### src/sv/hm_pkg.sv
// hm_pkg: shared constants, types and state codes of the heightmap sampler
// no dependencies; every other file but hm_grid_mem uses it, by scoped names or by import
`timescale 1ns / 1ps
`default_nettype none

package hm_pkg;

	// default geometry
	localparam int GRID_VERTS_DEF = 65;
	localparam int FRAC_BITS_DEF  = 8;

	// item field widths
	localparam int POS_W    = 24;
	localparam int RECIP_W  = 24;
	localparam int HEIGHT_W = 16;

	// fraction bits of a world by reciprocal product (Q16.8 times Q8.16)
	localparam int PROD_FRAC = 24;

	// height range of a result
	localparam int HEIGHT_MAX = 32767;
	localparam int HEIGHT_MIN = -32768;

	// shared multiplier, sized for the largest fraction width (12 bits)
	localparam int MUL_A_W = 29;
	localparam int MUL_B_W = 25;
	localparam int ACC_W   = 49;

	// item actions
	localparam logic ACT_WRITE  = 1'b0;
	localparam logic ACT_SAMPLE = 1'b1;

	// configuration port
	localparam int                 PADDR_W        = 3;
	localparam int                 PDATA_W        = 32;
	localparam int                 REG_IDX_W      = 1;
	localparam logic [REG_IDX_W-1:0] REG_CELL_RECIP = 1'b0;
	localparam logic [RECIP_W-1:0] RECIP_RESET    = 24'd65536;

	// sequencer states
	typedef enum logic [3:0] {
		ST_CLEAR,
		ST_IDLE,
		ST_WR_ADDR,
		ST_WR_MEM,
		ST_SCALE_X,
		ST_SCALE_Z,
		ST_FIX_Z,
		ST_ADDR,
		ST_RD0,
		ST_RD1,
		ST_RD2,
		ST_RD3,
		ST_RD4,
		ST_BL0,
		ST_BL1,
		ST_DONE
	} seq_state_t;

	// one step for the shared multiply-accumulate unit
	typedef struct packed {
		logic                      en;
		logic                      load;
		logic signed [MUL_A_W-1:0] a;
		logic signed [MUL_B_W-1:0] b;
		logic signed [ACC_W-1:0]   addend;
	} mac_op_t;

endpackage

`default_nettype wire

### src/sv/hm_mac.sv
// hm_mac: shared signed multiply-accumulate unit of the sampler
// depends on hm_pkg for operand widths and the mac_op_t step
`timescale 1ns / 1ps
`default_nettype none

module hm_mac (
	input  wire logic                          clk,
	input  wire hm_pkg::mac_op_t               op,
	output logic signed [hm_pkg::ACC_W-1:0]    acc
);

	logic signed [hm_pkg::MUL_A_W+hm_pkg::MUL_B_W-1:0] prod;
	logic signed [hm_pkg::ACC_W-1:0]                   acc_q;

	assign prod = op.a * op.b;

	// load starts from the addend, otherwise the product adds on
	always_ff @(posedge clk) begin
		if (op.en) begin
			acc_q <= (op.load ? op.addend : acc_q) + prod[hm_pkg::ACC_W-1:0];
		end
	end

	assign acc = acc_q;

endmodule

`default_nettype wire

### config.mk
export PLATFORM = sky130hd
export DESIGN_NAME = hm_mac
export DESIGN_NICKNAME = d
export VERILOG_FILES = /design/src/sv/hm_pkg.sv /design/src/sv/hm_mac.sv
export SDC_FILE = /design/constraint.sdc
export NUM_CORES = 2
export LEC_CHECK = 0
export BUFFER_PORTS_ARGS = -buffer_cell sky130_fd_sc_hd__buf_2
export CAP_MARGIN = 0
export CORE_MARGIN = 2
export CORE_UTILIZATION = 36
export CTS_CLUSTER_SIZE = 24
export DETAILED_ROUTE_END_ITERATION = 7
export SYNTH_ARGS = -nofsm -noshare
export SYNTH_HDL_FRONTEND = slang
export SYNTH_SLANG_ARGS = --single-unit
### constraint.sdc
create_clock -name clk -period 6.4 [get_ports clk]
set_clock_uncertainty 0.05 [all_clocks]
set_input_delay 0.32 -clock clk [delete_from_list [all_inputs] [get_ports clk]]
set_output_delay 0.32 -clock clk [all_outputs]
set_load 0.01 [all_outputs]
Yosys cells after proc, flatten, opt, wreduce, memory -nomap -nowiden
Index checks and enable logic that the tools add are counted.
- $add $sub $neg: 1
- multiply operators: 1
- divide/modulo/power cells: 0
- $lt $le $gt $ge: 0
- eq/ne operators: 0
- shift-type cells: 0
- mux-type cells: 1
- bitwise operators: 0
- reductions and logical operators: 0
- operators with widths (cell ; number):
    $add A49 B49 Y49 ; 1
    $mul A29 B25 Y49 ; 1
    $mux W49 ; 1
- register bits: 49
- latch bits: 0
- memory bits (writable): 0
- ROM bits: 0
- input bits: 106
- word-level logic and storage cells: 4
- memories kept: 0

Depth between registers and ports, before layout
- depth after elaboration: 2
- gate-level depth with buffers: 27

Worst setup path after synthesis
OpenSTA, ideal clock, no wires.
- kind: input -> register
- start: in op[50] (netlist name)
- end: reg acc_q, in the netlist acc[47] (data pin)
- setup time: 0.258 ns
- arrival: 6.468 ns
- setup slack: -0.376 ns
- cell stages on the path: 25
- path buffers: 2
- path through: clkbuf_1 > clkbuf_1 > nand2_1 > fa_1 > inv_1 > fa_1 > inv_1 > fa_1 > fa_1 > inv_1 > fa_1 > fa_1 > inv_1 > fa_1 > inv_1 > ha_1 > a21oi_1 > o21ai_0 > a211oi_1 > nor2b_1 > a21oi_2 > a21oi_2 > o21ai_1 > a221o_1 > xor2_1
- longest elaborated chain between the ends: 2
- ends and longest elaborated chain (element ; line ; source):
    from (decl) ; hm_mac.sv:8 ; input wire hm_pkg::mac_op_t op,
    $mul A29 B25 Y49 ; hm_mac.sv:15 ; assign prod = op.a * op.b;
    $add A49 B49 Y49 ; hm_mac.sv:20 ; acc_q <= (op.load ? op.addend : acc_q) + prod[hm_pkg::ACC_W-1:0];
    to (signal assigned) ; hm_mac.sv:20 ;
    to (decl) ; hm_mac.sv:13 ; logic signed [hm_pkg::ACC_W-1:0] acc_q;
No other way between the ends.
A chain may end at the register's enable or synchronous reset.

Worst setup path in the final report
- start: in op[68] (netlist name)
- end: reg acc_q, in the netlist acc[47] (data pin)
The elaborated chain is that of the path after synthesis.

==> metrics.cfg <==
[timing]
hold_viol=0
fin_tns_setup_ps=-30.81
worst_pin_slew_ps=755.0
slew_viol_final=0
holdWs_ps=172.4
rsz0062_at_grt=true
layout_min_cycle_time_ps=6431
fmaxAchievable_mhz=155.5
maxSlewHeadroom_pct=49.67
setup_viol=1
final.period_utilization_pct=100.5
setup_slack_ps=-30.81

[cts]
cts_tree=built
cts_max_level=2
clockBufferDepth=2
cts_buffers=5
clock_latency_ps=320
clockRootBuffer=clkbuf_16
clock_sink_count=49
clk_pin_slew_worst_paths_ps=80

[floorplanning]
die_width_um=284.5
initial_core_util_pct=36.44
fp.dieH_um=284.5
core-area_sq_um=77720
die-area_sq_um=80930
rows=102
io_pins=155

[global_routing]
grt_pass1_vias=22877
grt_max_degree=49
grt_usage_pct=19.96
grt_overflow=0
grt_pass1_wl_mm=125.7
antenna_found_initial=5

[synthesis]
syn_inst=3024
ys_warn_count=0
async_flop_share_pct=0
synth_compound_area_share_pct=3.419
synth-xor-area-share_pct=2.257
synth_flop_cell=edfxtp_1
synth_top_family_by_area=adder cells
synth_mux_area_share_pct=1.939
ys_seq_area_share_pct=5.195
synth_edf_count=49
avgSynthCellArea_sq_um=9.366
syn-num-nets=4050
yosysUniqueCellTypes=54
synthSimpleGateAreaFrac_pct=13.46
yosys.area_share.adder_pct=60.66
synth_seq_cells=49
syn_area_sq_um=28320

[cells_and_area]
largest_reg_flops=49
multi_input_area_sq_um=23980
final_common_cell=inv_1
drive_above_1_share_pct=21.85
final_cell_count_no_fill=4444
ff_latch_area_sq_um=1471
flow.area_growth_from_synthesis_pct=21.64
layout_common_cells=inv_1 (817), fa_1 (725), nand2_1 (429), buf_4 (298), and2_1 (261)
fillCellCount=7474
fin_nets=4426
fin_util_pct=44.33

[route]
viasPerCell=4.648
firstDrtPassIters=5
totalWireLength_mm=79.12
final_antenna_net_count=0
drt_iter0_markers=871
num_vias=20655
detail_route.wl_per_cell_um=17.80
drc_errors=0

[critical_path]
critical_path_class=in -> reg
end_kind=register
cp.arrival_ps=6460
critPathLaunchType=primary input
crit_slowest_cell=fa_1
cp.required_ps=6430
crit_buf_inv=6
cp_top_family=adder cells
path_cells=buf_4 > buf_6 > and2_4 > fa_1 > inv_1 > fa_1 > inv_1 > fa_1 > fa_1 > fa_2 > fa_1 > inv_1 > fa_1 > inv_1 > ha_4 > a21oi_2 > o21ai_2 > a211oi_2 > nor2b_4 > a21oi_4 > a21oi_4 > o21ai_2 > a221o_1 > xor2_1
cpPeakStageDelay_ps=600
worst-path-max-fanout=8
crit_path_frequent_cell=fa_1

[outcome]
outcome=finished with violations
failed_checks=setup timing

[run]
max-cap-violations=0

[min_path]
hold_class=in -> reg

[placement]
placedCellCount=4391
dp_hpwl_mm=69.41
gp_congestion=0.8972
io_buffer_count=154

kinds of logic (layout without fill, tap and decap cells):
group	after synthesis	after routing
fa+ha+maj	920	920
buf+inv	986	1363
simple gates	802	802
xor+xnor	73	73
flops	49	49
other cells	0	3
mux	49	49
compound gates	145	145
cell type report:
cell class / instances / area share, %
multi-input combinational: 1989 / 69.60
timing repair buffer: 512 / 12.63
inverter: 843 / 9.196
sequential: 49 / 4.271
tap: 1040 / 3.777
clock buffer: 5 / 0.3632
clock inverter: 3 / 0.1344
antenna: 3 / 0.02179
per-stage QoR:
step	setup WS [ps]	cell area (sq um)
2_1_floorplan	-1.793	28580
3_3_place_gp	-760.6	32520
3_5_place_dp	-795.3	32520
4_1_cts	-0.8842	33330
5_1_grt	-223.2	34440
6_report	-30.81	34450
worst reg2reg max path, cell delays in order (launching register included):
cell and delay [ps]:
edfxtp_1 400, mux2_2 310, ha_1 320, fa_1 550
fa_1 450, fa_1 500, fa_1 550, inv_1 50
fa_1 500, inv_1 80, ha_4 280, buf_4 120
a21oi_2 60, o21a_1 220, a211oi_2 210, o21ai_1 100
buf_4 170, a21oi_4 170, a31oi_1 100, buf_4 160
a41o_1 210, buf_4 140, xnor2_1 110
per-layer routing:
metal,track usage (%),routed length (um),part of all wire (%)
met4,5.382,2230,2.8
met3,2.352,3016,3.8
met2,36.17,41370,52
met5,0,27,0.034
met1,25.07,32480,41
cells in the mapped netlist (all sizes together) (2+ instances only):
cell type | instances | area share, %
or3 | 2 | 0.044
a21boi | 3 | 0.080
inv | 842 | 11
fa | 755 | 53
nand2 | 446 | 5.9
nor3b | 2 | 0.053
o21ai | 28 | 0.55
buf | 6 | 0.088
clkbuf | 137 | 1.8
a211o | 2 | 0.062
or2b | 2 | 0.053
nor2 | 34 | 0.45
o21a | 3 | 0.080
a31oi | 3 | 0.066
a41o | 2 | 0.071
and2 | 268 | 5.9
a21o | 23 | 0.61
a211oi | 4 | 0.11
o211a | 3 | 0.11
mux2 | 47 | 1.9
nor3 | 6 | 0.11
xor2 | 22 | 0.68
o22ai | 2 | 0.044
mux2i | 2 | 0.071
nor2b | 5 | 0.11
xnor2 | 51 | 1.6
o211ai | 6 | 0.18
nand2b | 13 | 0.29
edfxtp | 49 | 5.2
a21oi | 51 | 0.93
ha | 165 | 7.3
o21bai | 6 | 0.16
and3 | 3 | 0.066
and4 | 3 | 0.093
nand3 | 8 | 0.14
nand4 | 8 | 0.18
worst paths after layout:
check	from	endpoint	slack, ps	depth (start not counted)
hold / removal	op[104]	acc[40]$_DFFE_PP_	170	1
hold reg to reg	acc[0]$_DFFE_PP_	acc[0]$_DFFE_PP_	660	2
setup reg to reg	acc[15]$_DFFE_PP_	acc[42]$_DFFE_PP_	360	22
setup / recovery	op[68]	acc[47]$_DFFE_PP_	-30	24
what timing repair did:
action                                 4_1_cts  5_1_grt
hold buffers                                 0        0
setup endpoints to repair                   17       22
endpoints found under the hold margin        0        0
pin swaps                                   45      104
setup buffers                               12       19
cloned                                       1       10
resized for setup                          119      216
Power is left out: the tool's default activity adds up to more than one toggle a clock period on the data nets, which glitch-free logic cannot reach.
