**src/sv/hm_pkg.sv**
```systemverilog
// hm_pkg: shared constants, types and state codes of the heightmap sampler
// no dependencies; every other file but hm_grid_mem uses it, by scoped names or by import
`timescale 1ns / 1ps
`default_nettype none

package hm_pkg;

	// default geometry
	localparam int GRID_VERTS_DEF = 65;
	localparam int FRAC_BITS_DEF  = 8;

	// item field widths
	localparam int POS_W    = 24;
	localparam int RECIP_W  = 24;
	localparam int HEIGHT_W = 16;

	// fraction bits of a world by reciprocal product (Q16.8 times Q8.16)
	localparam int PROD_FRAC = 24;

	// height range of a result
	localparam int HEIGHT_MAX = 32767;
	localparam int HEIGHT_MIN = -32768;

	// shared multiplier, sized for the largest fraction width (12 bits)
	localparam int MUL_A_W = 29;
	localparam int MUL_B_W = 25;
	localparam int ACC_W   = 49;

	// item actions
	localparam logic ACT_WRITE  = 1'b0;
	localparam logic ACT_SAMPLE = 1'b1;

	// configuration port
	localparam int                 PADDR_W        = 3;
	localparam int                 PDATA_W        = 32;
	localparam int                 REG_IDX_W      = 1;
	localparam logic [REG_IDX_W-1:0] REG_CELL_RECIP = 1'b0;
	localparam logic [RECIP_W-1:0] RECIP_RESET    = 24'd65536;

	// sequencer states
	typedef enum logic [3:0] {
		ST_CLEAR,
		ST_IDLE,
		ST_WR_ADDR,
		ST_WR_MEM,
		ST_SCALE_X,
		ST_SCALE_Z,
		ST_FIX_Z,
		ST_ADDR,
		ST_RD0,
		ST_RD1,
		ST_RD2,
		ST_RD3,
		ST_RD4,
		ST_BL0,
		ST_BL1,
		ST_DONE
	} seq_state_t;

	// one step for the shared multiply-accumulate unit
	typedef struct packed {
		logic                      en;
		logic                      load;
		logic signed [MUL_A_W-1:0] a;
		logic signed [MUL_B_W-1:0] b;
		logic signed [ACC_W-1:0]   addend;
	} mac_op_t;

endpackage

`default_nettype wire

```
**src/sv/hm_if.sv**
```systemverilog
// hm_item_if and hm_result_if: valid/ready channels of the heightmap sampler
// depends on hm_pkg for field widths
`timescale 1ns / 1ps
`default_nettype none

interface hm_item_if;
	logic                               valid;
	logic                               ready;
	logic                               action;
	logic [hm_pkg::POS_W-1:0]           pos_x;
	logic [hm_pkg::POS_W-1:0]           pos_z;
	logic signed [hm_pkg::HEIGHT_W-1:0] height_in;

	modport source (output valid, action, pos_x, pos_z, height_in, input ready);
	modport sink   (input valid, action, pos_x, pos_z, height_in, output ready);
endinterface

interface hm_result_if;
	logic                               valid;
	logic                               ready;
	logic signed [hm_pkg::HEIGHT_W-1:0] height_out;

	modport source (output valid, height_out, input ready);
	modport sink   (input valid, height_out, output ready);
endinterface

`default_nettype wire

```
**src/sv/hm_seq.sv**
```systemverilog
// hm_seq: sequencer of the sampler; drives the shared mac and the grid memory
// depends on hm_pkg, hm_if; owns the result output register
`timescale 1ns / 1ps
`default_nettype none

module hm_seq #(
	parameter int GRID_VERTS = hm_pkg::GRID_VERTS_DEF,
	parameter int FRAC_BITS  = hm_pkg::FRAC_BITS_DEF,
	parameter int ADDR_W     = $clog2(GRID_VERTS * GRID_VERTS)
) (
	input  wire logic                              clk,
	input  wire logic                              arst_n,
	input  wire logic [hm_pkg::RECIP_W-1:0]        recip,
	hm_item_if.sink                                item_in,
	hm_result_if.source                            result_out,
	output logic                                   mem_we,
	output logic      [ADDR_W-1:0]                 mem_addr,
	output logic      [hm_pkg::HEIGHT_W-1:0]       mem_wdata,
	input  wire logic [hm_pkg::HEIGHT_W-1:0]       mem_rdata,
	output hm_pkg::mac_op_t                        mac_op,
	input  wire logic signed [hm_pkg::ACC_W-1:0]   acc
);

	localparam int CELLS = GRID_VERTS * GRID_VERTS;
	localparam int IW    = $clog2(GRID_VERTS);
	localparam int WW    = FRAC_BITS + 1;
	localparam int SHIFT = 2 * FRAC_BITS;
	localparam logic [WW-1:0] ONE = {1'b1, {FRAC_BITS{1'b0}}};
	localparam int PW    = hm_pkg::POS_W;
	localparam int AW_M  = hm_pkg::MUL_A_W;
	localparam int BW_M  = hm_pkg::MUL_B_W;
	localparam int CW    = hm_pkg::ACC_W;

	hm_pkg::seq_state_t state_q, state_d;

	logic [ADDR_W-1:0]                   clr_q;
	logic [PW-1:0]                       px_q, pz_q;
	logic [hm_pkg::HEIGHT_W-1:0]         hin_q;
	logic [IW-1:0]                       xi_q, zi_q;
	logic [WW-1:0]                       fx_q, fz_q;
	logic                                x_ok_q, z_ok_q;
	logic [ADDR_W-1:0]                   base_q;
	logic signed [AW_M-1:0]              row_a_q;
	logic                                out_valid_q;
	logic signed [hm_pkg::HEIGHT_W-1:0]  height_q;
	logic                                load_out;

	// grid coordinate of the product in acc: integer part, fraction, edge cases
	logic [PW-1:0]        ci_full;
	logic [FRAC_BITS-1:0] cf;
	logic                 c_in_grid, c_last;
	logic [IW-1:0]        ci_adj;
	logic [WW-1:0]        cf_adj;

	assign ci_full   = acc[hm_pkg::PROD_FRAC +: PW];
	assign cf        = acc[hm_pkg::PROD_FRAC-1 -: FRAC_BITS];
	assign c_in_grid = ci_full < PW'(GRID_VERTS);
	assign c_last    = ci_full == PW'(GRID_VERTS - 1);

	// last vertex steps back one cell with a full fraction
	always_comb begin
		if (!c_in_grid) begin
			ci_adj = '0;
		end else if (c_last) begin
			ci_adj = IW'(GRID_VERTS - 2);
		end else begin
			ci_adj = ci_full[IW-1:0];
		end
		cf_adj = c_last ? ONE : {1'b0, cf};
	end

	// mac operands: height read back (zero outside the grid) and weights
	logic signed [AW_M-1:0] h_eff;
	logic [WW-1:0]          om_fx, om_fz;
	logic [BW_M-1:0]        w_fx, w_fz, w_om_fx, w_om_fz;

	assign h_eff   = (x_ok_q && z_ok_q) ?
		{{(AW_M-hm_pkg::HEIGHT_W){mem_rdata[hm_pkg::HEIGHT_W-1]}}, mem_rdata} : '0;
	assign om_fx   = ONE - fx_q;
	assign om_fz   = ONE - fz_q;
	assign w_fx    = {{(BW_M-WW){1'b0}}, fx_q};
	assign w_fz    = {{(BW_M-WW){1'b0}}, fz_q};
	assign w_om_fx = {{(BW_M-WW){1'b0}}, om_fx};
	assign w_om_fz = {{(BW_M-WW){1'b0}}, om_fz};

	// write index in range
	logic wr_ok;
	assign wr_ok = (px_q < PW'(GRID_VERTS)) && (pz_q < PW'(GRID_VERTS));

	// blend sum divided by one squared, truncated toward zero, clamped
	logic signed [CW-1:0]               sum_bias, sum_sh;
	logic signed [hm_pkg::HEIGHT_W-1:0] res;

	always_comb begin
		sum_bias = acc + (acc[CW-1] ? CW'((64'd1 << SHIFT) - 64'd1) : CW'(0));
		sum_sh   = sum_bias >>> SHIFT;
		if (sum_sh > CW'(hm_pkg::HEIGHT_MAX)) begin
			res = hm_pkg::HEIGHT_W'(hm_pkg::HEIGHT_MAX);
		end else if (sum_sh < CW'(hm_pkg::HEIGHT_MIN)) begin
			res = hm_pkg::HEIGHT_W'(hm_pkg::HEIGHT_MIN);
		end else begin
			res = sum_sh[hm_pkg::HEIGHT_W-1:0];
		end
	end

	// state register
	always_ff @(posedge clk or negedge arst_n) begin
		if (!arst_n) begin
			state_q <= hm_pkg::ST_CLEAR;
		end else begin
			state_q <= state_d;
		end
	end

	// next state, memory access and mac step
	always_comb begin
		state_d        = state_q;
		item_in.ready  = 1'b0;
		load_out       = 1'b0;
		mem_we         = 1'b0;
		mem_addr       = base_q;
		mem_wdata      = hin_q;
		mac_op         = '0;
		case (state_q)
			hm_pkg::ST_CLEAR: begin
				mem_we    = 1'b1;
				mem_addr  = clr_q;
				mem_wdata = '0;
				if (clr_q == ADDR_W'(CELLS - 1)) begin
					state_d = hm_pkg::ST_IDLE;
				end
			end
			hm_pkg::ST_IDLE: begin
				item_in.ready = 1'b1;
				if (item_in.valid) begin
					state_d = (item_in.action == hm_pkg::ACT_SAMPLE) ?
						hm_pkg::ST_SCALE_X : hm_pkg::ST_WR_ADDR;
				end
			end
			hm_pkg::ST_WR_ADDR: begin
				mac_op.en     = 1'b1;
				mac_op.load   = 1'b1;
				mac_op.a      = {{(AW_M-IW){1'b0}}, pz_q[IW-1:0]};
				mac_op.b      = BW_M'(GRID_VERTS);
				mac_op.addend = {{(CW-IW){1'b0}}, px_q[IW-1:0]};
				state_d       = hm_pkg::ST_WR_MEM;
			end
			hm_pkg::ST_WR_MEM: begin
				mem_we   = wr_ok;
				mem_addr = acc[ADDR_W-1:0];
				state_d  = hm_pkg::ST_IDLE;
			end
			hm_pkg::ST_SCALE_X: begin
				mac_op.en   = 1'b1;
				mac_op.load = 1'b1;
				mac_op.a    = {{(AW_M-PW){1'b0}}, px_q};
				mac_op.b    = {{(BW_M-hm_pkg::RECIP_W){1'b0}}, recip};
				state_d     = hm_pkg::ST_SCALE_Z;
			end
			hm_pkg::ST_SCALE_Z: begin
				mac_op.en   = 1'b1;
				mac_op.load = 1'b1;
				mac_op.a    = {{(AW_M-PW){1'b0}}, pz_q};
				mac_op.b    = {{(BW_M-hm_pkg::RECIP_W){1'b0}}, recip};
				state_d     = hm_pkg::ST_FIX_Z;
			end
			hm_pkg::ST_FIX_Z: begin
				state_d = hm_pkg::ST_ADDR;
			end
			hm_pkg::ST_ADDR: begin
				mac_op.en     = 1'b1;
				mac_op.load   = 1'b1;
				mac_op.a      = {{(AW_M-IW){1'b0}}, zi_q};
				mac_op.b      = BW_M'(GRID_VERTS);
				mac_op.addend = {{(CW-IW){1'b0}}, xi_q};
				state_d       = hm_pkg::ST_RD0;
			end
			hm_pkg::ST_RD0: begin
				mem_addr = acc[ADDR_W-1:0];
				state_d  = hm_pkg::ST_RD1;
			end
			hm_pkg::ST_RD1: begin
				mem_addr    = base_q + ADDR_W'(1);
				mac_op.en   = 1'b1;
				mac_op.load = 1'b1;
				mac_op.a    = h_eff;
				mac_op.b    = w_om_fx;
				state_d     = hm_pkg::ST_RD2;
			end
			hm_pkg::ST_RD2: begin
				mem_addr  = base_q + ADDR_W'(GRID_VERTS);
				mac_op.en = 1'b1;
				mac_op.a  = h_eff;
				mac_op.b  = w_fx;
				state_d   = hm_pkg::ST_RD3;
			end
			hm_pkg::ST_RD3: begin
				mem_addr    = base_q + ADDR_W'(GRID_VERTS + 1);
				mac_op.en   = 1'b1;
				mac_op.load = 1'b1;
				mac_op.a    = h_eff;
				mac_op.b    = w_om_fx;
				state_d     = hm_pkg::ST_RD4;
			end
			hm_pkg::ST_RD4: begin
				mac_op.en = 1'b1;
				mac_op.a  = h_eff;
				mac_op.b  = w_fx;
				state_d   = hm_pkg::ST_BL0;
			end
			hm_pkg::ST_BL0: begin
				mac_op.en   = 1'b1;
				mac_op.load = 1'b1;
				mac_op.a    = acc[AW_M-1:0];
				mac_op.b    = w_fz;
				state_d     = hm_pkg::ST_BL1;
			end
			hm_pkg::ST_BL1: begin
				mac_op.en = 1'b1;
				mac_op.a  = row_a_q;
				mac_op.b  = w_om_fz;
				state_d   = hm_pkg::ST_DONE;
			end
			hm_pkg::ST_DONE: begin
				if (!out_valid_q || result_out.ready) begin
					load_out = 1'b1;
					state_d  = hm_pkg::ST_IDLE;
				end
			end
			default: begin
				state_d = hm_pkg::ST_IDLE;
			end
		endcase
	end

	// clearing pass counter
	always_ff @(posedge clk or negedge arst_n) begin
		if (!arst_n) begin
			clr_q <= '0;
		end else if (state_q == hm_pkg::ST_CLEAR) begin
			clr_q <= clr_q + ADDR_W'(1);
		end
	end

	// item capture and per-sample working registers
	always_ff @(posedge clk) begin
		if (state_q == hm_pkg::ST_IDLE && item_in.valid) begin
			px_q  <= item_in.pos_x;
			pz_q  <= item_in.pos_z;
			hin_q <= item_in.height_in;
		end
		if (state_q == hm_pkg::ST_SCALE_Z) begin
			xi_q   <= ci_adj;
			fx_q   <= cf_adj;
			x_ok_q <= c_in_grid;
		end
		if (state_q == hm_pkg::ST_FIX_Z) begin
			zi_q   <= ci_adj;
			fz_q   <= cf_adj;
			z_ok_q <= c_in_grid;
		end
		if (state_q == hm_pkg::ST_RD0) begin
			base_q <= acc[ADDR_W-1:0];
		end
		if (state_q == hm_pkg::ST_RD3) begin
			row_a_q <= acc[AW_M-1:0];
		end
	end

	// result output register
	always_ff @(posedge clk or negedge arst_n) begin
		if (!arst_n) begin
			out_valid_q <= 1'b0;
		end else if (load_out) begin
			out_valid_q <= 1'b1;
		end else if (result_out.ready) begin
			out_valid_q <= 1'b0;
		end
	end

	always_ff @(posedge clk) begin
		if (load_out) begin
			height_q <= res;
		end
	end

	assign result_out.valid      = out_valid_q;
	assign result_out.height_out = height_q;

endmodule

`default_nettype wire

```
**src/flat_wrapper.sv**
```systemverilog
// flat-port wrapper written by rule: the top's interface ports become plain ports
module hm_seq_flat 
#(
	parameter int GRID_VERTS = hm_pkg::GRID_VERTS_DEF,
	parameter int FRAC_BITS  = hm_pkg::FRAC_BITS_DEF,
	parameter int ADDR_W     = $clog2(GRID_VERTS * GRID_VERTS)
)
  (clk, arst_n, recip, mem_we, mem_addr, mem_wdata, mem_rdata, mac_op, acc, item_in_valid, item_in_action, item_in_pos_x, item_in_pos_z, item_in_height_in, item_in_ready, result_out_valid, result_out_height_out, result_out_ready);
  hm_item_if item_in_i ();
  hm_result_if result_out_i ();
  input  wire logic clk;
  input  wire logic arst_n;
  input  wire logic [hm_pkg::RECIP_W-1:0] recip;
  output logic mem_we;
  output logic      [ADDR_W-1:0] mem_addr;
  output logic      [hm_pkg::HEIGHT_W-1:0] mem_wdata;
  input  wire logic [hm_pkg::HEIGHT_W-1:0] mem_rdata;
  output hm_pkg::mac_op_t mac_op;
  input  wire logic signed [hm_pkg::ACC_W-1:0] acc;
  input wire logic [$bits(item_in_i.valid)-1:0] item_in_valid;
  input wire logic [$bits(item_in_i.action)-1:0] item_in_action;
  input wire logic [$bits(item_in_i.pos_x)-1:0] item_in_pos_x;
  input wire logic [$bits(item_in_i.pos_z)-1:0] item_in_pos_z;
  input wire logic [$bits(item_in_i.height_in)-1:0] item_in_height_in;
  output wire logic [$bits(item_in_i.ready)-1:0] item_in_ready;
  output wire logic [$bits(result_out_i.valid)-1:0] result_out_valid;
  output wire logic [$bits(result_out_i.height_out)-1:0] result_out_height_out;
  input wire logic [$bits(result_out_i.ready)-1:0] result_out_ready;
  assign item_in_i.valid = item_in_valid;
  assign item_in_i.action = item_in_action;
  assign item_in_i.pos_x = item_in_pos_x;
  assign item_in_i.pos_z = item_in_pos_z;
  assign item_in_i.height_in = item_in_height_in;
  assign item_in_ready = item_in_i.ready;
  assign result_out_valid = result_out_i.valid;
  assign result_out_height_out = result_out_i.height_out;
  assign result_out_i.ready = result_out_ready;
  hm_seq #(.GRID_VERTS(GRID_VERTS), .FRAC_BITS(FRAC_BITS), .ADDR_W(ADDR_W)) u_core (.clk(clk), .arst_n(arst_n), .recip(recip), .item_in(item_in_i), .result_out(result_out_i), .mem_we(mem_we), .mem_addr(mem_addr), .mem_wdata(mem_wdata), .mem_rdata(mem_rdata), .mac_op(mac_op), .acc(acc));
endmodule
```
**config.mk**
```make
export PLATFORM = sky130hd
export DESIGN_NAME = hm_seq_flat
export DESIGN_NICKNAME = d
export VERILOG_FILES = /design/src/sv/hm_pkg.sv /design/src/sv/hm_if.sv /design/src/sv/hm_seq.sv /design/src/flat_wrapper.sv
export SDC_FILE = /design/constraint.sdc
export NUM_CORES = 1
export LEC_CHECK = 0
export BUFFER_PORTS_ARGS = -buffer_cell sky130_fd_sc_hd__buf_2
export CAP_MARGIN = 15
export CORE_MARGIN = 1
export CORE_UTILIZATION = 57
export CTS_BUF_LIST = sky130_fd_sc_hd__clkbuf_8
export DETAILED_ROUTE_END_ITERATION = 10
export PLACE_DENSITY = 0.87
export SLEW_MARGIN = 20
export SYNTH_ARGS = -nofsm -noshare
export SYNTH_HDL_FRONTEND = slang
export SYNTH_SLANG_ARGS = --single-unit
export TNS_END_PERCENT = 50
```
**constraint.sdc**
```tcl
create_clock -name clk -period 4.2 [get_ports clk]
set_input_delay 0.84 -clock clk [delete_from_list [all_inputs] [get_ports clk]]
set_output_delay 0.84 -clock clk [all_outputs]
set_load 0.05 [all_outputs]
```
# After elaboration in Yosys (flattened, before gate mapping)

Index checks and enable logic that the tools add are counted.

Add/sub/neg operators: 7
$lt $le $gt $ge: 5
Eq/ne operators: 20
Mux-type cells: 23
Reduce and logical (&&, ||, !) cells: 13

Operator list:

| cell                    | count |
|---|---|
| $pmux W54 S8            | 1 |
| $lt A24 B7 Y1 const B   | 3 |
| $pmux W13 S5            | 1 |
| $pmux W4 S16            | 1 |
| $add A49 B16 Y49        | 1 |
| $mux W16                | 3 |
| $gt A33 B16 Y1 const B  | 1 |
| $lt A33 B16 Y1 const B  | 1 |
| $eq A4 B4 Y1 const B    | 8 |
| $mux W29                | 1 |
| $add A13 B1 Y13 const B | 2 |
| $add A13 B7 Y13 const B | 2 |
| $eq A24 B7 Y1 const B   | 1 |
| $sub A9 B9 Y9 const A   | 2 |
| $eq A4 B3 Y1 const B    | 4 |
| $mux W7                 | 2 |
| $pmux W7 S2             | 1 |
| $eq A13 B13 Y1 const B  | 1 |
| $mux W4                 | 3 |
| $reduce_or A10 Y1       | 1 |
| $mux W9                 | 1 |
| $eq A4 B2 Y1 const B    | 2 |
| $mux W1                 | 7 |
| $reduce_or A7 Y1        | 1 |
| other kinds (12)        | 17 |

Register bits after elaboration: 174
Input port bits: 158
Output and inout port bits: 153
Word-level logic and storage cells: 83

# Longest topological paths before layout

Gate-level depths: netlist of run 1.

Depth after elaboration: 5
Gate-level depth with buffers: 12
Gate-level depth less buffers: 10

# Least setup slack after synthesis of run 1

OpenSTA, ideal clock, no wires.

Path kind: register -> output
Start: reg u_core.state_q[1]
End: out mem_addr[4]
Arrival time: 2925 ps
Required time: 3360 ps
Slack: 435 ps
Cell stages (with the launch flop): 7
Buffers on the path: 2
Cells stage by stage: dfrtp_1 clkbuf_1 nand2_1 inv_1 nand2_1 clkbuf_1 o311ai_0

Word-level cells in the longest chain between the ends: 3
Elaborated cells between the ends (all ways): 8
Classes of those cells: 5 x eq/ne; 1 x mux; 2 x reduce/logical

Ends and longest elaborated chain:

| element                                             | RTL line           | RTL |
|---|---|---|
| from (decl)                                         | hm_seq.sv:34       | `hm_pkg::seq_state_t state_q, state_d;` |
| from (signal assigned)                              | hm_seq.sv:109      | `state_q <= hm_pkg::ST_CLEAR;` |
| from (signal assigned)                              | hm_seq.sv:111      | `state_q <= state_d;` |
| $eq A4 B2 Y1 / $eq A4 B4 Y1 (equally long branches) | hm_seq.sv:124      | `case (state_q)` |
| $reduce_or A2 Y1 (no source line)                   | --                 |  |
| $pmux W13 S5 *                                      | hm_seq.sv:124      |  |
| to (decl)                                           | flat_wrapper.sv:15 | `output logic [ADDR_W-1:0] mem_addr;` |

Mark *: on every way between the ends. The rest lies on a longest branch, timed or not.

==> results of run 1 <==
cells by family after synthesis:
kind of cell               after synthesis  share of synthesized area (%)
muxes                                    6                          0.614
DFF                                    174                           52.5
buffers and inverters                   96                           5.46
and+or+nand+nor                        319                           17.1
adders and majority gates               21                           2.69
xor gates and xnor gates                53                           4.75
other                                    1                         0.0384
AOI/OAI and AO/OA                      226                           16.8
through the flow:
step / hold slack, ns / cells / power [mW]
after floorplan: 0.460 / 940 / 5.14
after global placement: 0.516 / 1371 / 6.03
after detailed placement: 0.511 / 1371 / 6.08
after CTS: 0.274 / 1403 / 7.32
after global routing: 0.287 / 1407 / 7.67
final: 0.279 / 1409 / 7.37
how the worst max path moves through the flow:
stage                                            to  slack, ns  cells past startpoint               from
finish                                   mac_op[95]       0.20                      6  u_core.state_q[3]
detailed placement  u_core.result_out.height_out[3]       0.17                     12            acc[48]
global placement    u_core.result_out.height_out[4]       0.28                     12            acc[48]
CTS                                    mem_addr[12]       0.07                     11  u_core.state_q[1]
global route                             mac_op[57]       0.04                     11  u_core.state_q[1]
floorplan                               mem_addr[4]       0.43                      6  u_core.state_q[1]
sequential cells by signal, indices dropped and copies added, names as in the netlist, 7 cells and up:
| signal | count |
|---|---|
| u_core.zi_q | 7 |
| u_core.px_q | 24 |
| u_core.hin_q | 16 |
| u_core.xi_q | 7 |
| u_core.row_a_q | 29 |
| u_core.clr_q | 13 |
| u_core.result_out.height_out | 16 |
| u_core.pz_q | 24 |
| u_core.base_q | 13 |
| u_core.fx_q | 9 |
| u_core.fz_q | 9 |
area by class of cell:
cell class / count / share of cell area (%)
repair buffers: 299 / 13.4
well taps: 220 / 2.34
diodes: 3 / 0.0638
flip-flops and latches: 174 / 43.7
inverters: 11 / 0.351
multi-input cells: 670 / 36.5
clock inverters: 15 / 1.68
clock buffers: 17 / 1.99
layout by cell type (no fill, tap or decap), drive strengths merged, types with 7 or more instances in the layout:
master	count
ha	21
a31oi	8
a22oi	57
inv	19
o21ai	41
a222oi	10
nand4	22
nand3	44
xor2	13
a21oi	31
and3	14
a22o	8
nand2	82
xnor2	40
clkbuf	17
conb	45
nor3	11
buf	299
o31ai	8
o21a	8
nor2b	12
nor4	15
edfxtp	156
nor2	47
dfrtp	18
a221o	15
or4	7
and2	39
power groups by stage:
stage	clock (mW)	sequential, mW	combinational, mW
floorplan	0	2.35	2.79
global placement	0	2.39	3.65
detailed placement	0	2.40	3.68
CTS	1.27	2.36	3.69
global route	1.34	2.39	3.95
finish	1.26	2.36	3.75
routing by layer:
| metal | part of all wire [%] | vias to the layer above | wire length (µm) | track usage (%) |
|---|---|---|---|---|
| met5 | 0 | - | 0 | 0 |
| met4 | 3.9 | 0 | 1130 | 16.5 |
| met3 | 11 | 79 | 3110 | 7.89 |
| met2 | 48 | 616 | 13900 | 53.9 |
| met1 | 37 | 4095 | 10800 | 41.0 |
| li1 | - | 3930 | - | - |
repair_timing:
action	4_1_cts	5_1_grt
pin swaps	0	0
setup endpoints to repair	1	3
resized for setup	2	3
buffers inserted	0	3
worst reg2reg max path: stages (launching register included):
cell and delay (ns):
dfrtp_2 0.52, or2_2 0.44, nor2_1 0.35, buf_4 0.28, and3_1 0.21, and3_1 0.21, nand2_1 0.07, nor3_1 0.36
nand3_1 0.15, xnor2_1 0.14
==> flow_metrics.py, run 1 <==
metrics = {
    "die": {
        "rows": 47,
        "die_x_um": 133,
        "initial_core_util_pct": 58.8,
        "coreArea_um2": 16600,
        "pin_count": 311,
        "die_y_um": 133,
        "die_area_um2": 17700,
    },
    "layout": {
        "regArea_um2": 5140,
        "multiInputGateArea_um2": 4290,
        "layout-drive-gt1-share_pct": 30.4,
        "area_growth_syn_to_layout_pct": 20.3,
        "fin_nets": 1352,
        "fillers": 1220,
        "final_area_um2": 11800,
        "utilization_pct": 70.7,
    },
    "job": {
        "max_cap_viol_count": 0,
    },
    "synth": {
        "synth_seq_cells": 174,
        "synth_flop_cell": "edfxtp_1",
        "synth.avg_cell_area_um2": 10.9,
        "synth_top_area_share_pct": 47.9,
        "synth_area_leaders": "edfxtp_1, dfrtp_1, a22oi_1",
        "async_flop_share_pct": 10.3,
        "synthDistinctLibCells": 66,
        "synthesis.area_um2": 9780,
        "yosysMostFrequentCell": "edfxtp_1",
        "synth_common_cells": "edfxtp_1, nand2_1, a22oi_1",
        "yosysTopAreaCell": "edfxtp_1",
        "synth-seq-area-share_pct": 52.5,
        "syn_inst": 896,
        "synth_warnings": 0,
        "synth_edf_count": 156,
    },
    "timing": {
        "post-route-period-util_pct": 95.3,
        "finalHoldViolations": 0,
        "fin_skew_ns": 0.0175,
        "period_needed_ns": 4.00,
        "setup_ws_ns": 0.199,
        "drv_slew": 0,
        "worst_pin_slew_ns": 0.947,
        "rsz0062_at_grt": "no",
        "max_freq_mhz": 250,
        "setup_tns_ns": 0,
        "slew_headroom_pct": 36.8,
        "finalSetupViolCount": 0,
    },
    "cts": {
        "postCtsHoldBufs": 0,
        "numCtsBuffers": 17,
        "cts_tree": "yes",
        "clock_path_buffers": 2,
        "clk_latency_ns": 0.48,
        "path_clk_slew_ns": 0.10,
        "cts_root_buffer": "clkbuf_8",
        "cts.sinks": 174,
        "htreeDepth": 4,
    },
    "critical_path": {
        "worst_path_max_delay_cell": "o211a_1",
        "r2r-end": "u_core.clr_q[9]",
        "path_max_fanout": 14,
        "rrSetupSlack_ns": 1.37,
        "max_stage_delay_ns": 0.53,
        "timing.rr.start": "u_core.state_q[1]",
        "cp-start-kind": "flop",
        "crit_family": "simple AND/OR/NAND/NOR gates",
        "endpoint_kind": "primary output",
        "path_cells": "nor2b_1, and2_0, o211a_1, nand2_1, nand3_1, buf_2",
        "arrival_ns": 3.16,
        "crit_type": "flop to primary output",
        "required_ns": 3.36,
        "rr_worst_depth": 9,
        "path_buf_inv": 1,
    },
    "power": {
        "pwr-share-seq_pct": 32.1,
        "ir_drop_mv": 0.474,
        "combPwrFrac_pct": 50.8,
        "p_sw_share_pct": 49.7,
        "power_switching_mw": 3.66,
        "power_frac_clock_pct": 17.1,
        "p_int_mw": 3.71,
        "leakagePower_nw": 4.82,
        "power.density_nw_per_um2": 627,
    },
    "place": {
        "dpl_cell_area_um2": 11300,
        "io_buffers": 267,
        "dpl.hpwl_um": 21800,
        "place_congestion": 0.988,
        "preCtsSetupSlack_ns": 0.168,
    },
    "detailed_routing": {
        "drc_errors": 0,
        "vias_per_cell": 6.19,
        "wl_um": 28900,
        "dr.pass1.iters": 9,
        "vias": 8720,
        "ant_nets": 0,
        "drt_iter0_drc": 1097,
        "avgRoutedWirePerCell_um": 20.5,
    },
    "global_routing": {
        "grt_pass1_vias": 8239,
        "overflow": 0,
        "grt_usage_pct": 33.0,
        "grt_first_pass_wirelength_um": 44200,
        "grt_max_degree": 38,
        "antenna_found_initial": 3,
    },
    "worst_hold_path": {
        "hold_path.class": "primary input to asynchronous set/reset pin",
    },
    "run_status": {
        "status": "finished, final reports clean",
    },
}
No activity file was read; power rests on OpenSTA's default activity.
==> inputs of run 2 (changes only) <==
--- a/config.mk
+++ b/config.mk
@@ -8,10 +8,10 @@
 export BUFFER_PORTS_ARGS = -buffer_cell sky130_fd_sc_hd__buf_2
 export CAP_MARGIN = 15
 export CORE_MARGIN = 1
-export CORE_UTILIZATION = 57
+export CORE_UTILIZATION = 53
 export CTS_BUF_LIST = sky130_fd_sc_hd__clkbuf_8
 export DETAILED_ROUTE_END_ITERATION = 10
-export PLACE_DENSITY = 0.87
+export PLACE_DENSITY = 0.82
 export SLEW_MARGIN = 20
 export SYNTH_ARGS = -nofsm -noshare
 export SYNTH_HDL_FRONTEND = slang
==> constraint.sdc (replaced) <==
create_clock -name clk -period 4.1 [get_ports clk]
set_input_delay 0.82 -clock clk [delete_from_list [all_inputs] [get_ports clk]]
set_output_delay 0.82 -clock clk [all_outputs]
set_load 0.05 [all_outputs]
==> flow_metrics.py, run 2 (synthesized netlist as in run 1, its figures left out) <==
metrics = {
    "global_routing": {
        "grt_first_pass_wirelength_um": 43200,
        "grt_usage_pct": 31.0,
        "antenna_found_initial": 2,
        "overflow": 0,
        "grt_pass1_vias": 8007,
        "grt_max_degree": 35,
    },
    "layout": {
        "utilization_pct": 65.5,
        "fin_nets": 1360,
        "final_area_um2": 11800,
        "mostFrequentLayoutCell": "buf_2",
        "area_growth_syn_to_layout_pct": 20.8,
        "layout-drive-gt1-share_pct": 30.5,
        "largest_reg_flops": 29,
        "reg_top3": "u_core.row_a_q x29, u_core.px_q x24, u_core.pz_q x24",
        "layout_common_cells": "buf_2, edfxtp_1, nand2_1",
        "largest_register": "u_core.row_a_q",
        "fillers": 1432,
    },
    "critical_path": {
        "rrSetupSlack_ns": 1.06,
        "max_stage_delay_ns": 0.53,
        "timing.rr.start": "u_core.state_q[0]",
        "path_max_fanout": 9,
        "required_ns": 3.28,
        "r2r-end": "u_core.clr_q[11]",
        "endpoint_kind": "primary output",
        "path_cells": "nand2b_2, nor2_4, buf_4, o31ai_1, o21a_1, nand4_1, xnor2_1, a22oi_1, nand2_1, buf_2",
        "path_buf_inv": 2,
        "crit_type": "flop to primary output",
        "rr_worst_depth": 10,
        "crit_family": "compound AO/OA/AOI/OAI gates",
        "worst_path_max_delay_cell": "dfrtp_1",
        "arrival_ns": 3.18,
        "cp-start-kind": "flop",
    },
    "run_status": {
        "status": "finished, final reports clean",
    },
    "cts": {
        "clk_latency_ns": 0.46,
        "clock_path_buffers": 2,
        "path_clk_slew_ns": 0.10,
        "numCtsBuffers": 17,
        "postCtsHoldBufs": 0,
        "cts_tree": "yes",
        "cts_root_buffer": "clkbuf_8",
        "cts.sinks": 174,
        "htreeDepth": 4,
    },
    "place": {
        "place_congestion": 0.949,
        "dpl_cell_area_um2": 11400,
        "dpl.hpwl_um": 22300,
        "preCtsSetupSlack_ns": 0.147,
        "io_buffers": 267,
    },
    "detailed_routing": {
        "vias": 8683,
        "dr.pass1.iters": 8,
        "drt_iter0_drc": 852,
        "avgRoutedWirePerCell_um": 20.6,
        "vias_per_cell": 6.09,
        "wl_um": 29400,
        "ant_nets": 0,
        "drc_errors": 0,
    },
    "timing": {
        "finalHoldViolations": 0,
        "finalSetupViolCount": 0,
        "slew_headroom_pct": 40.9,
        "worst_pin_slew_ns": 0.887,
        "drv_slew": 0,
        "max_freq_mhz": 250,
        "period_needed_ns": 4.00,
        "post-route-period-util_pct": 97.4,
        "fin_skew_ns": 0.0103,
        "setup_ws_ns": 0.105,
    },
    "die": {
        "rows": 49,
        "coreArea_um2": 18000,
        "pin_count": 311,
        "die_area_um2": 19000,
        "die_x_um": 138,
        "die_y_um": 138,
        "initial_core_util_pct": 54.2,
    },
    "power": {
        "ir_drop_mv": 0.482,
        "power.total_mw": 7.50,
        "power.density_nw_per_um2": 635,
        "leakagePower_nw": 4.84,
    },
    "worst_hold_path": {
        "hold_path.class": "primary input to asynchronous set/reset pin",
    },
    "job": {
        "max_cap_viol_count": 0,
    },
}
[run 2: repair_timing]
action	in CTS	in global routing
setup buffers	0	4
pin swaps	0	1
resized for setup	1	5
setup endpoints to repair	2	5
[run 2: cell type report]
type,count,area [µm²],share of cell area [%]
flip-flops and latches,174,5140,43.5
multi-input cells,670,4300,36.4
repair buffers,307,1650,14.0
well taps,229,287,2.43
clock buffers,17,234,1.98
clock inverters,15,150,1.27
inverters,11,41.3,0.350
diodes,3,7.51,0.0636
[run 2: worst max-delay path by stage]
stage          depth (start not counted)         startpoint                              end
2_1_floorplan                          6  u_core.state_q[1]                      mem_addr[4]
3_3_place_gp                          12            acc[48]  u_core.result_out.height_out[3]
3_5_place_dp                          12            acc[48]  u_core.result_out.height_out[4]
4_1_cts                               10  u_core.state_q[0]                       mac_op[57]
5_1_grt                               10  u_core.state_q[1]                       mac_op[57]
6_report                              10  u_core.state_q[0]                       mac_op[57]
[run 2: where the power goes]
| part | total [mW] | switching, mW | internal, mW |
|---|---|---|---|
| Combinational | 3.89 | 2.86 | 1.03 |
| Clock | 1.19 | 0.689 | 0.502 |
| Sequential | 2.42 | 0.196 | 2.22 |
| Total | 7.50 | 3.75 | 3.75 |
[run 2: stage by stage]
step                TNS [ns]  std cells  hold slack (ns)
floorplan                  0        940            0.460
global placement           0       1387            0.517
detailed placement         0       1387            0.521
CTS                        0       1419            0.270
global route        -0.00557       1424            0.286
finish                     0       1426            0.283
[run 2: per-layer routing]
layer	vias up	share of wire (%)	global-route usage, %
met5	-	0	0
met4	0	3.1	12.9
met3	62	8.9	4.97
met2	556	49	52.0
met1	4124	39	39.9
li1	3941	-	-
